==> config.mk <==
export PLATFORM = sky130hd
export DESIGN_NAME = frequency_shift_metal_discriminator_top
export DESIGN_NICKNAME = d
export VERILOG_FILES = /design/src/fsmd_pkg.sv /design/src/fsmd_cfg.sv /design/src/fsmd_core.sv /design/src/frequency_shift_metal_discriminator_top.sv
export SDC_FILE = /design/constraint.sdc
export NUM_CORES = 2
export LEC_CHECK = 0
export BUFFER_PORTS_ARGS = -buffer_cell sky130_fd_sc_hd__buf_2
export CAP_MARGIN = 20
export CORE_MARGIN = 1.5
export CORE_UTILIZATION = 60
export CTS_BUF_LIST = sky130_fd_sc_hd__clkbuf_8
export DETAILED_ROUTE_END_ITERATION = 10
export HOLD_SLACK_MARGIN = 0.03
export PLACE_DENSITY = 0.84
export SYNTH_ARGS = -nofsm -noshare
export SYNTH_HDL_FRONTEND = slang
export SYNTH_SLANG_ARGS = --single-unit
==> constraint.sdc <==
create_clock -name clock -period 31.6 [get_ports clock]
set_input_delay 6.32 -clock clock [delete_from_list [all_inputs] [get_ports clock]]
set_output_delay 6.32 -clock clock [all_outputs]
set_load 0.03 [all_outputs]
==> src/fsmd_pkg.sv <==
// Shared types, constants and register codes of the metal discriminator.
package fsmd_pkg;

   localparam int TIME_BITS_DEFAULT = 32;
   localparam int TS_W              = 32;
   localparam int CFG_W             = 16;
   localparam int CSR_ADDR_W        = 3;
   localparam int LEVEL_W           = 16;
   localparam int REQ_TDATA_W       = 40;
   localparam int RSP_TDATA_W       = 40;

   // Reciprocal of three for a 16-bit operand: x / 3 = (x * 43691) >> 17.
   localparam logic [15:0] DIV3_RECIP = 16'hAAAB;
   localparam int          DIV3_SHIFT = 17;

   localparam logic [LEVEL_W-1:0] STRONG_LIMIT = 16'd3;

   typedef enum logic [CSR_ADDR_W-1:0] {
      REG_WINDOW_EDGES    = 3'd0,
      REG_SENSITIVITY     = 3'd1,
      REG_BALANCE_LIMIT   = 3'd2,
      REG_TONE_FERROUS    = 3'd3,
      REG_TONE_NONFERROUS = 3'd4
   } reg_index_type;

   localparam logic [CFG_W-1:0] WINDOW_EDGES_RST    = 16'd2000;
   localparam logic [CFG_W-1:0] SENSITIVITY_RST     = 16'd3;
   localparam logic [CFG_W-1:0] BALANCE_LIMIT_RST   = 16'd1000;
   localparam logic [CFG_W-1:0] TONE_FERROUS_RST    = 16'd500;
   localparam logic [CFG_W-1:0] TONE_NONFERROUS_RST = 16'd900;

   typedef enum logic [1:0] {
      OP_EDGE    = 2'd0,
      OP_BALANCE = 2'd1,
      OP_TICK    = 2'd2,
      OP_UNUSED  = 2'd3
   } op_type;

   typedef enum logic [1:0] {
      CHECKS_NONE  = 2'd0,
      CHECKS_FIRST = 2'd1,
      CHECKS_DONE  = 2'd2
   } checks_type;

   typedef struct packed {
      logic [CFG_W-1:0] window_edges;
      logic [CFG_W-1:0] sensitivity;
      logic [CFG_W-1:0] balance_limit;
      logic [CFG_W-1:0] tone_ferrous;
      logic [CFG_W-1:0] tone_nonferrous;
   } cfg_type;

   // Declared from the highest bit down so that opcode sits in the lowest bits.
   typedef struct packed {
      logic [5:0]      pad;
      logic [TS_W-1:0] timestamp_us;
      op_type          opcode;
   } req_payload_type;

   typedef struct packed {
      logic [2:0]         pad;
      logic               window_done;
      logic               balancing;
      logic [CFG_W-1:0]   tone_code;
      logic               alert;
      logic               strong_res;
      logic               ferrous;
      logic [LEVEL_W-1:0] intensity;
   } rsp_payload_type;

endpackage

==> src/fsmd_cfg.sv <==
// Configuration register file of the metal discriminator.
module fsmd_cfg (
   input  logic                           clock,
   input  logic                           reset,
   input  logic                           csr_we,
   input  logic [fsmd_pkg::CSR_ADDR_W-1:0] csr_addr,
   input  logic [fsmd_pkg::CFG_W-1:0]     csr_wdata,
   output fsmd_pkg::cfg_type              cfg
);
   import fsmd_pkg::*;

   cfg_type cfg_ff;
   cfg_type cfg_in;

   always_comb begin
      cfg_in = cfg_ff;
      if (csr_we) begin
         unique case (reg_index_type'(csr_addr))
            REG_WINDOW_EDGES:    cfg_in.window_edges    = csr_wdata;
            REG_SENSITIVITY:     cfg_in.sensitivity     = csr_wdata;
            REG_BALANCE_LIMIT:   cfg_in.balance_limit   = csr_wdata;
            REG_TONE_FERROUS:    cfg_in.tone_ferrous    = csr_wdata;
            REG_TONE_NONFERROUS: cfg_in.tone_nonferrous = csr_wdata;
            default:             cfg_in = cfg_ff;
         endcase
      end
   end

   always_ff @(posedge clock) begin
      if (reset) begin
         cfg_ff.window_edges    <= WINDOW_EDGES_RST;
         cfg_ff.sensitivity     <= SENSITIVITY_RST;
         cfg_ff.balance_limit   <= BALANCE_LIMIT_RST;
         cfg_ff.tone_ferrous    <= TONE_FERROUS_RST;
         cfg_ff.tone_nonferrous <= TONE_NONFERROUS_RST;
      end else begin
         cfg_ff <= cfg_in;
      end
   end

   assign cfg = cfg_ff;

endmodule

==> src/fsmd_core.sv <==
// Discriminator state and its update for each item.
module fsmd_core #(
   parameter int TIME_BITS = fsmd_pkg::TIME_BITS_DEFAULT
) (
   input  logic                      clock,
   input  logic                      reset,
   input  logic                      step,
   input  fsmd_pkg::op_type          op,
   input  logic [fsmd_pkg::TS_W-1:0] timestamp_us,
   input  fsmd_pkg::cfg_type         cfg,
   output fsmd_pkg::rsp_payload_type result
);
   import fsmd_pkg::*;

   logic [CFG_W-1:0]     edge_count_ff, edge_count_in;
   logic [TIME_BITS-1:0] window_start_ff, window_start_in;
   logic [TIME_BITS-1:0] tracked_ff, tracked_in;
   logic [TIME_BITS-1:0] baseline_ff, baseline_in;
   logic [LEVEL_W-1:0]   level_ff, level_in;
   logic [CFG_W-1:0]     quiet_ff, quiet_in;
   logic                 first_window_ff, first_window_in;
   logic                 ferrous_ff, ferrous_in;
   logic                 strong_ff, strong_in;
   logic                 startup_ff, startup_in;
   checks_type           checks_ff, checks_in;

   logic [TIME_BITS+TS_W-1:0] ts_ext;
   logic [TIME_BITS-1:0]      ts_w;
   logic [CFG_W-1:0]          cnt_inc;
   logic [31:0]               prod;
   logic [LEVEL_W-1:0]        third;
   logic [LEVEL_W-1:0]        step_amt;
   logic [TIME_BITS-1:0]      step_t;
   logic [TIME_BITS-1:0]      frq;
   logic [TIME_BITS:0]        diff_tf;
   logic [TIME_BITS:0]        diff_ft;
   logic                      dec_go;
   logic                      inc_go;
   logic [TIME_BITS-1:0]      dec_val;
   logic [TIME_BITS-1:0]      inc_val;
   logic [TIME_BITS-1:0]      trk_new;
   logic                      ferrous_c;
   logic [TIME_BITS-1:0]      mag;
   logic [LEVEL_W-1:0]        level_c;
   logic                      match;
   logic                      done;
   logic                      alert;

   assign ts_ext  = {{TIME_BITS{1'b0}}, timestamp_us};
   assign ts_w    = ts_ext[TIME_BITS-1:0];
   assign cnt_inc = edge_count_ff + CFG_W'(1);

   assign prod     = 32'(level_ff) * 32'(DIV3_RECIP);
   assign third    = LEVEL_W'(prod >> DIV3_SHIFT);
   assign step_amt = LEVEL_W'(1) + ((strong_ff && !startup_ff) ? third : '0);
   assign step_t   = TIME_BITS'(step_amt);

   assign frq     = ts_w - window_start_ff;
   assign diff_tf = {1'b0, tracked_ff} - {1'b0, frq};
   assign diff_ft = {1'b0, frq} - {1'b0, tracked_ff};
   assign dec_go  = !diff_tf[TIME_BITS] && (diff_tf[TIME_BITS-1:0] > TIME_BITS'(1));
   assign inc_go  = !diff_ft[TIME_BITS] && (diff_ft[TIME_BITS-1:0] > TIME_BITS'(1));
   assign dec_val = (tracked_ff > step_t) ? tracked_ff - step_t : '0;
   assign inc_val = (~tracked_ff > step_t) ? tracked_ff + step_t : '1;

   always_comb begin
      priority if (first_window_ff) begin
         trk_new = frq;
      end else if (dec_go) begin
         trk_new = dec_val;
      end else if (inc_go) begin
         trk_new = inc_val;
      end else begin
         trk_new = tracked_ff;
      end
   end

   assign ferrous_c = baseline_ff >= trk_new;
   assign mag       = ferrous_c ? baseline_ff - trk_new : trk_new - baseline_ff;
   assign level_c   = ((mag >> LEVEL_W) != '0) ? '1 : mag[LEVEL_W-1:0];
   assign match     = tracked_ff == baseline_ff;

   always_comb begin
      edge_count_in   = edge_count_ff;
      window_start_in = window_start_ff;
      tracked_in      = tracked_ff;
      baseline_in     = baseline_ff;
      level_in        = level_ff;
      quiet_in        = quiet_ff;
      first_window_in = first_window_ff;
      ferrous_in      = ferrous_ff;
      strong_in       = strong_ff;
      startup_in      = startup_ff;
      checks_in       = checks_ff;
      done            = 1'b0;
      unique case (op)
         OP_EDGE: begin
            edge_count_in = cnt_inc;
            if (cnt_inc == CFG_W'(1)) begin
               window_start_in = ts_w;
            end else if (cnt_inc >= cfg.window_edges) begin
               edge_count_in   = '0;
               tracked_in      = trk_new;
               first_window_in = 1'b0;
               ferrous_in      = ferrous_c;
               level_in        = level_c;
               strong_in       = level_c > STRONG_LIMIT;
               done            = 1'b1;
            end
         end
         OP_BALANCE: begin
            if (startup_ff) begin
               if (!match) begin
                  baseline_in = tracked_ff;
               end
               if (checks_ff == CHECKS_NONE) begin
                  checks_in = CHECKS_FIRST;
               end else if (match) begin
                  checks_in  = CHECKS_DONE;
                  startup_in = 1'b0;
               end
            end
         end
         OP_TICK: begin
            if (!startup_ff) begin
               if (!(level_ff > cfg.sensitivity) && (level_ff != '0)) begin
                  if (quiet_ff > cfg.balance_limit) begin
                     baseline_in = tracked_ff;
                     quiet_in    = CFG_W'(1);
                  end else if (quiet_ff != '1) begin
                     quiet_in = quiet_ff + CFG_W'(1);
                  end
               end else begin
                  quiet_in = '0;
               end
            end
         end
         OP_UNUSED: begin
            done = 1'b0;
         end
         default: begin
            done = 1'b0;
         end
      endcase
   end

   always_ff @(posedge clock) begin
      if (reset) begin
         edge_count_ff   <= '0;
         window_start_ff <= '0;
         tracked_ff      <= '0;
         baseline_ff     <= '0;
         level_ff        <= '0;
         quiet_ff        <= '0;
         first_window_ff <= 1'b1;
         ferrous_ff      <= 1'b0;
         strong_ff       <= 1'b0;
         startup_ff      <= 1'b1;
         checks_ff       <= CHECKS_NONE;
      end else if (step) begin
         edge_count_ff   <= edge_count_in;
         window_start_ff <= window_start_in;
         tracked_ff      <= tracked_in;
         baseline_ff     <= baseline_in;
         level_ff        <= level_in;
         quiet_ff        <= quiet_in;
         first_window_ff <= first_window_in;
         ferrous_ff      <= ferrous_in;
         strong_ff       <= strong_in;
         startup_ff      <= startup_in;
         checks_ff       <= checks_in;
      end
   end

   assign alert = !startup_in && (level_in > cfg.sensitivity);

   always_comb begin
      result.pad         = '0;
      result.window_done = done;
      result.balancing   = startup_in;
      result.tone_code   = alert ? (ferrous_in ? cfg.tone_ferrous : cfg.tone_nonferrous) : '0;
      result.alert       = alert;
      result.strong_res  = strong_in;
      result.ferrous     = ferrous_in;
      result.intensity   = level_in;
   end

endmodule

==> src/frequency_shift_metal_discriminator_top.sv <==
// Top level of the frequency-shift metal discriminator.
//
//   Group   Direction  Handshake            Contents
//   req_    in         req_tvalid/tready    coil edge, balance check or loop tick
//   rsp_    out        rsp_tvalid/tready    intensity, class, flags and tone code
//   csr_    in         csr_we               register writes, no read-back
//
// One item is accepted in every cycle unless the output stalls; each item passes
// through the input register and then the result register.
// The state update for an item is done by the core between them.
// A stalled result holds in the result register while one more item waits
// in the input register.
// Reset is synchronous; it empties the pipeline and resets state and registers.
module frequency_shift_metal_discriminator_top #(
   parameter int TIME_BITS = fsmd_pkg::TIME_BITS_DEFAULT
) (
   input  logic                             clock,
   input  logic                             reset,
   input  logic                             req_tvalid,
   output logic                             req_tready,
   // Fields from bit 0 up: opcode, timestamp_us, zero fill.
   input  logic [fsmd_pkg::REQ_TDATA_W-1:0] req_tdata,
   output logic                             rsp_tvalid,
   input  logic                             rsp_tready,
   // Fields from bit 0 up: intensity, ferrous, strong_res, alert, tone_code,
   // balancing, window_done, zero fill.
   output logic [fsmd_pkg::RSP_TDATA_W-1:0] rsp_tdata,
   input  logic                             csr_we,
   input  logic [fsmd_pkg::CSR_ADDR_W-1:0]  csr_addr,
   input  logic [fsmd_pkg::CFG_W-1:0]       csr_wdata
);
   import fsmd_pkg::*;

   cfg_type         cfg;
   req_payload_type req_item;
   rsp_payload_type result;

   logic            in_valid_ff, in_valid_in;
   req_payload_type in_item_ff;
   logic            rsp_valid_ff, rsp_valid_in;
   rsp_payload_type rsp_item_ff;
   logic            out_free;
   logic            step;
   logic            req_accept;

   assign req_item   = req_payload_type'(req_tdata);
   assign out_free   = !rsp_valid_ff || rsp_tready;
   assign step       = in_valid_ff && out_free;
   assign req_tready = !in_valid_ff || out_free;
   assign req_accept = req_tvalid && req_tready;

   fsmd_cfg u_cfg (
      .clock     (clock),
      .reset     (reset),
      .csr_we    (csr_we),
      .csr_addr  (csr_addr),
      .csr_wdata (csr_wdata),
      .cfg       (cfg)
   );

   fsmd_core #(
      .TIME_BITS (TIME_BITS)
   ) u_core (
      .clock        (clock),
      .reset        (reset),
      .step         (step),
      .op           (in_item_ff.opcode),
      .timestamp_us (in_item_ff.timestamp_us),
      .cfg          (cfg),
      .result       (result)
   );

   always_comb begin
      priority if (req_accept) begin
         in_valid_in = 1'b1;
      end else if (step) begin
         in_valid_in = 1'b0;
      end else begin
         in_valid_in = in_valid_ff;
      end
      priority if (step) begin
         rsp_valid_in = 1'b1;
      end else if (rsp_tready) begin
         rsp_valid_in = 1'b0;
      end else begin
         rsp_valid_in = rsp_valid_ff;
      end
   end

   always_ff @(posedge clock) begin
      if (reset) begin
         in_valid_ff  <= 1'b0;
         rsp_valid_ff <= 1'b0;
      end else begin
         in_valid_ff  <= in_valid_in;
         rsp_valid_ff <= rsp_valid_in;
      end
   end

   always_ff @(posedge clock) begin
      if (req_accept) begin
         in_item_ff <= req_item;
      end
      if (step) begin
         rsp_item_ff <= result;
      end
   end

   assign rsp_tvalid = rsp_valid_ff;
   assign rsp_tdata  = rsp_item_ff;

endmodule

==> impl_metrics.tcl <==
set metrics [dict create \
    status "finished clean" \
    ys.flop_type "dfxtp_1" \
    clock_latency_ns 0.64 \
    cp-start-kind "flip-flop" \
    antenna_found_initial 0 \
    grtUsageTotal_pct 34.5 \
    yosysSeqAreaShare_pct 21.3 \
    power_mw 1.11 \
    synth_top_area_share_pct 16.2 \
    final_nets 4624 \
    yosysWarnings 0 \
    die_h_um 233 \
    cp_common_cell "ha_1" \
    final-setup-viol-count 0 \
    cts_resized 0 \
    pin_count 106 \
    postRouteWirelength_mm 95.5 \
    dieArea_um2 54300 \
    setup_tns_ns 0 \
    hold_buffers 0 \
    via_per_inst 6.25 \
    rsz0062_at_grt "no" \
    ys_seq_elements 303 \
    fin_crit_ns 17.27 \
    min_from "u_core.window_start_ff[7]" \
    die_w_um 233 \
    peakVddDrop_mv 0.0518 \
    max_stage_delay_ns 0.75 \
    critPathRequiredTime_ns 31.97 \
    clockRootBuffer "clkbuf_8" \
    initial_core_util_pct 60.6 \
    port-buffer-count 96 \
    cts_made_buffers 49 \
    rows 84 \
    grt_pass1_vias 28200 \
    synth_area_leaders "ha_1 16%, dfxtp_1 15%, a21oi_1 6.7%" \
    drt_first_pass_iters 7 \
    power_density_nw_per_um2 33.1 \
    syn_inst 4073 \
    post_drt_wl_per_cell_um 19.9 \
    drtAntennaViolNets 0 \
    syn_to_final_growth_pct 5.91 \
    crit_slowest_cell "a2111o_1" \
    vias 29900 \
    synthesis.area_um2 31800 \
    crit_path_end_kind "flip-flop" \
    slew_viol_final 0 \
    clk_pin_slew_ns 0.07 \
    hold_path.class "flip-flop to flip-flop" \
    worst_pin_slew_ns 1.08 \
    overflow 0 \
    grt_start_max_net_pins 83 \
    ys_types 101 \
    setup_ws_ns 14.33 \
    max_slew_margin_pct 27.4 \
    synth_async_sr_flop_share_pct 0 \
    core-area_um2 52400 \
    crit-reg2reg-launch "u_core.level_ff[11]" \
    cts_setup_buffers 0 \
    critPathLaunch "u_core.level_ff[11]" \
    fillers 4507 \
    yosys-top-cells-count "430 x nand2_1, 426 x a21oi_1, 424 x inv_1" \
    htree_levels 2 \
    reg2reg_depth 59 \
    max_freq_ghz 0.0579 \
    drive_above_1_share_pct 6.56 \
    r2r_slack_ns 14.33 \
    drtIter0Drc 3097 \
    grt_pass1_wl_mm 150 \
    dpl.hpwl_mm 74.7 \
    finalHoldViolCount 0 \
    cts_sinks 303 \
    clk_path_buf_depth 3 \
    cts_tree "done" \
    skew_ns 0.0447 \
    synth_edf_count 71 \
    p_leak_nw 15.1 \
    drv_cap 0 \
    dp_slack_ns 14.88 \
    hold_ws_ns 0.450 \
    critPathCapture "rsp_tdata[30]" \
    gp_congestion 1.02 \
    arrival_ns 17.65 \
    finalCritPeriodShare_pct 54.7 \
    synth_top_area_cell "ha_1" \
    synth_most_common_cell "nand2_1" \
    timing.rr.end "rsp_tdata[30]" \
    syn_avg_cell_area_um2 7.80 \
    path_class "flip-flop to flip-flop" \
    path_max_fanout 19 \
    drc 0 \
]
worst max-delay path, delay by kind of cell (launching register included):
kind | cells | cell delay, ns
xor+xnor | 3 | 0.64
simple gates | 20 | 5.52
compound gates | 19 | 5.15
buf+inv | 6 | 0.55
fa+ha+maj | 11 | 4.41
flops | 1 | 0.68
layer usage:
layer  up-vias  track usage [%]  routed length (um)
met4         0             12.1                3170
met3       232             6.59                8560
li1      14300                -                   -
met5         -                0                   0
met2      1323             55.3               42900
met1     14100             46.3               40900
stage by stage:
stage,util [%],instances,area (um2)
after floorplan,-,4075,31800
after global placement,62.0,4700,32500
after detailed placement,62.0,4700,32500
after CTS,64.1,4789,33600
after global routing,64.1,4791,33600
final,64.1,4792,33600
kinds of logic (layout without fill, tap and decap cells):
group / Yosys count / in the layout / share of synthesized area [%]
xor gates and xnor gates: 237 / 237 / 6.54
muxes: 56 / 56 / 1.80
AOI/OAI and AO/OA: 1117 / 1117 / 22.6
adders and majority gates: 495 / 495 / 21.5
buffers and inverters: 606 / 634 / 7.51
other: 1 / 4 / 0.0118
and+or+nand+nor: 1258 / 1258 / 18.8
DFF: 303 / 303 / 21.3
worst min path at each step:
stage                            endpoint  cells after the start  slack, ns
6_report        u_core.window_start_ff[7]                      2       0.45
5_1_grt                     u_cfg.cfg[11]                      2       0.47
4_1_cts        u_core.window_start_ff[29]                      2       0.45
3_5_place_dp   u_core.window_start_ff[29]                      2       0.44
3_3_place_gp   u_core.window_start_ff[16]                      2       0.44
2_1_floorplan  u_core.window_start_ff[10]                      2       0.43
layout make-up:
| cell class | instances | area [um2] | area share (%) |
|---|---|---|---|
| antenna | 1 | 2.50 | 0.00744 |
| clock buffer | 58 | 798 | 2.37 |
| clock inverter | 31 | 308 | 0.915 |
| inverter | 427 | 1600 | 4.76 |
| multi-input combinational | 3166 | 22600 | 67.3 |
| sequential | 303 | 6780 | 20.1 |
| tap | 688 | 861 | 2.56 |
| timing repair buffer | 118 | 659 | 1.96 |
power by group:
part           switching, mW  total [mW]  internal, mW
clock network          0.166       0.383         0.217
registers            0.00405       0.409         0.405
logic                  0.212       0.321         0.109
cells in the final DEF, fill, tap and decap left out, drive strengths merged, types with 71 or more instances in the layout:
cell	instances
nand3	88
nor2	315
o21ai	174
edfxtp	71
xor2	85
ha	411
buf	118
dfxtp	232
nand2	431
fa	84
xnor2	152
a21oi	432
inv	438
nand4	85
a21o	117
state kept, by name (all words and copies together), names as in the netlist:
| name | flops |
|---|---|
| u_cfg.cfg | 80 |
| rsp_tdata | 37 |
| in_item_ff | 34 |
| u_core.baseline_ff | 32 |
| u_core.tracked_ff | 32 |
| u_core.window_start_ff | 32 |
| u_core.edge_count_ff | 16 |
| u_core.level_ff | 16 |
| u_core.quiet_ff | 16 |
| u_core.checks_ff | 2 |
| in_valid_ff | 1 |
| rsp_tvalid | 1 |
| u_core.ferrous_ff | 1 |
| u_core.first_window_ff | 1 |
| u_core.startup_ff | 1 |
| u_core.strong_ff | 1 |
Note: power is estimated with default switching activity, not from simulation.
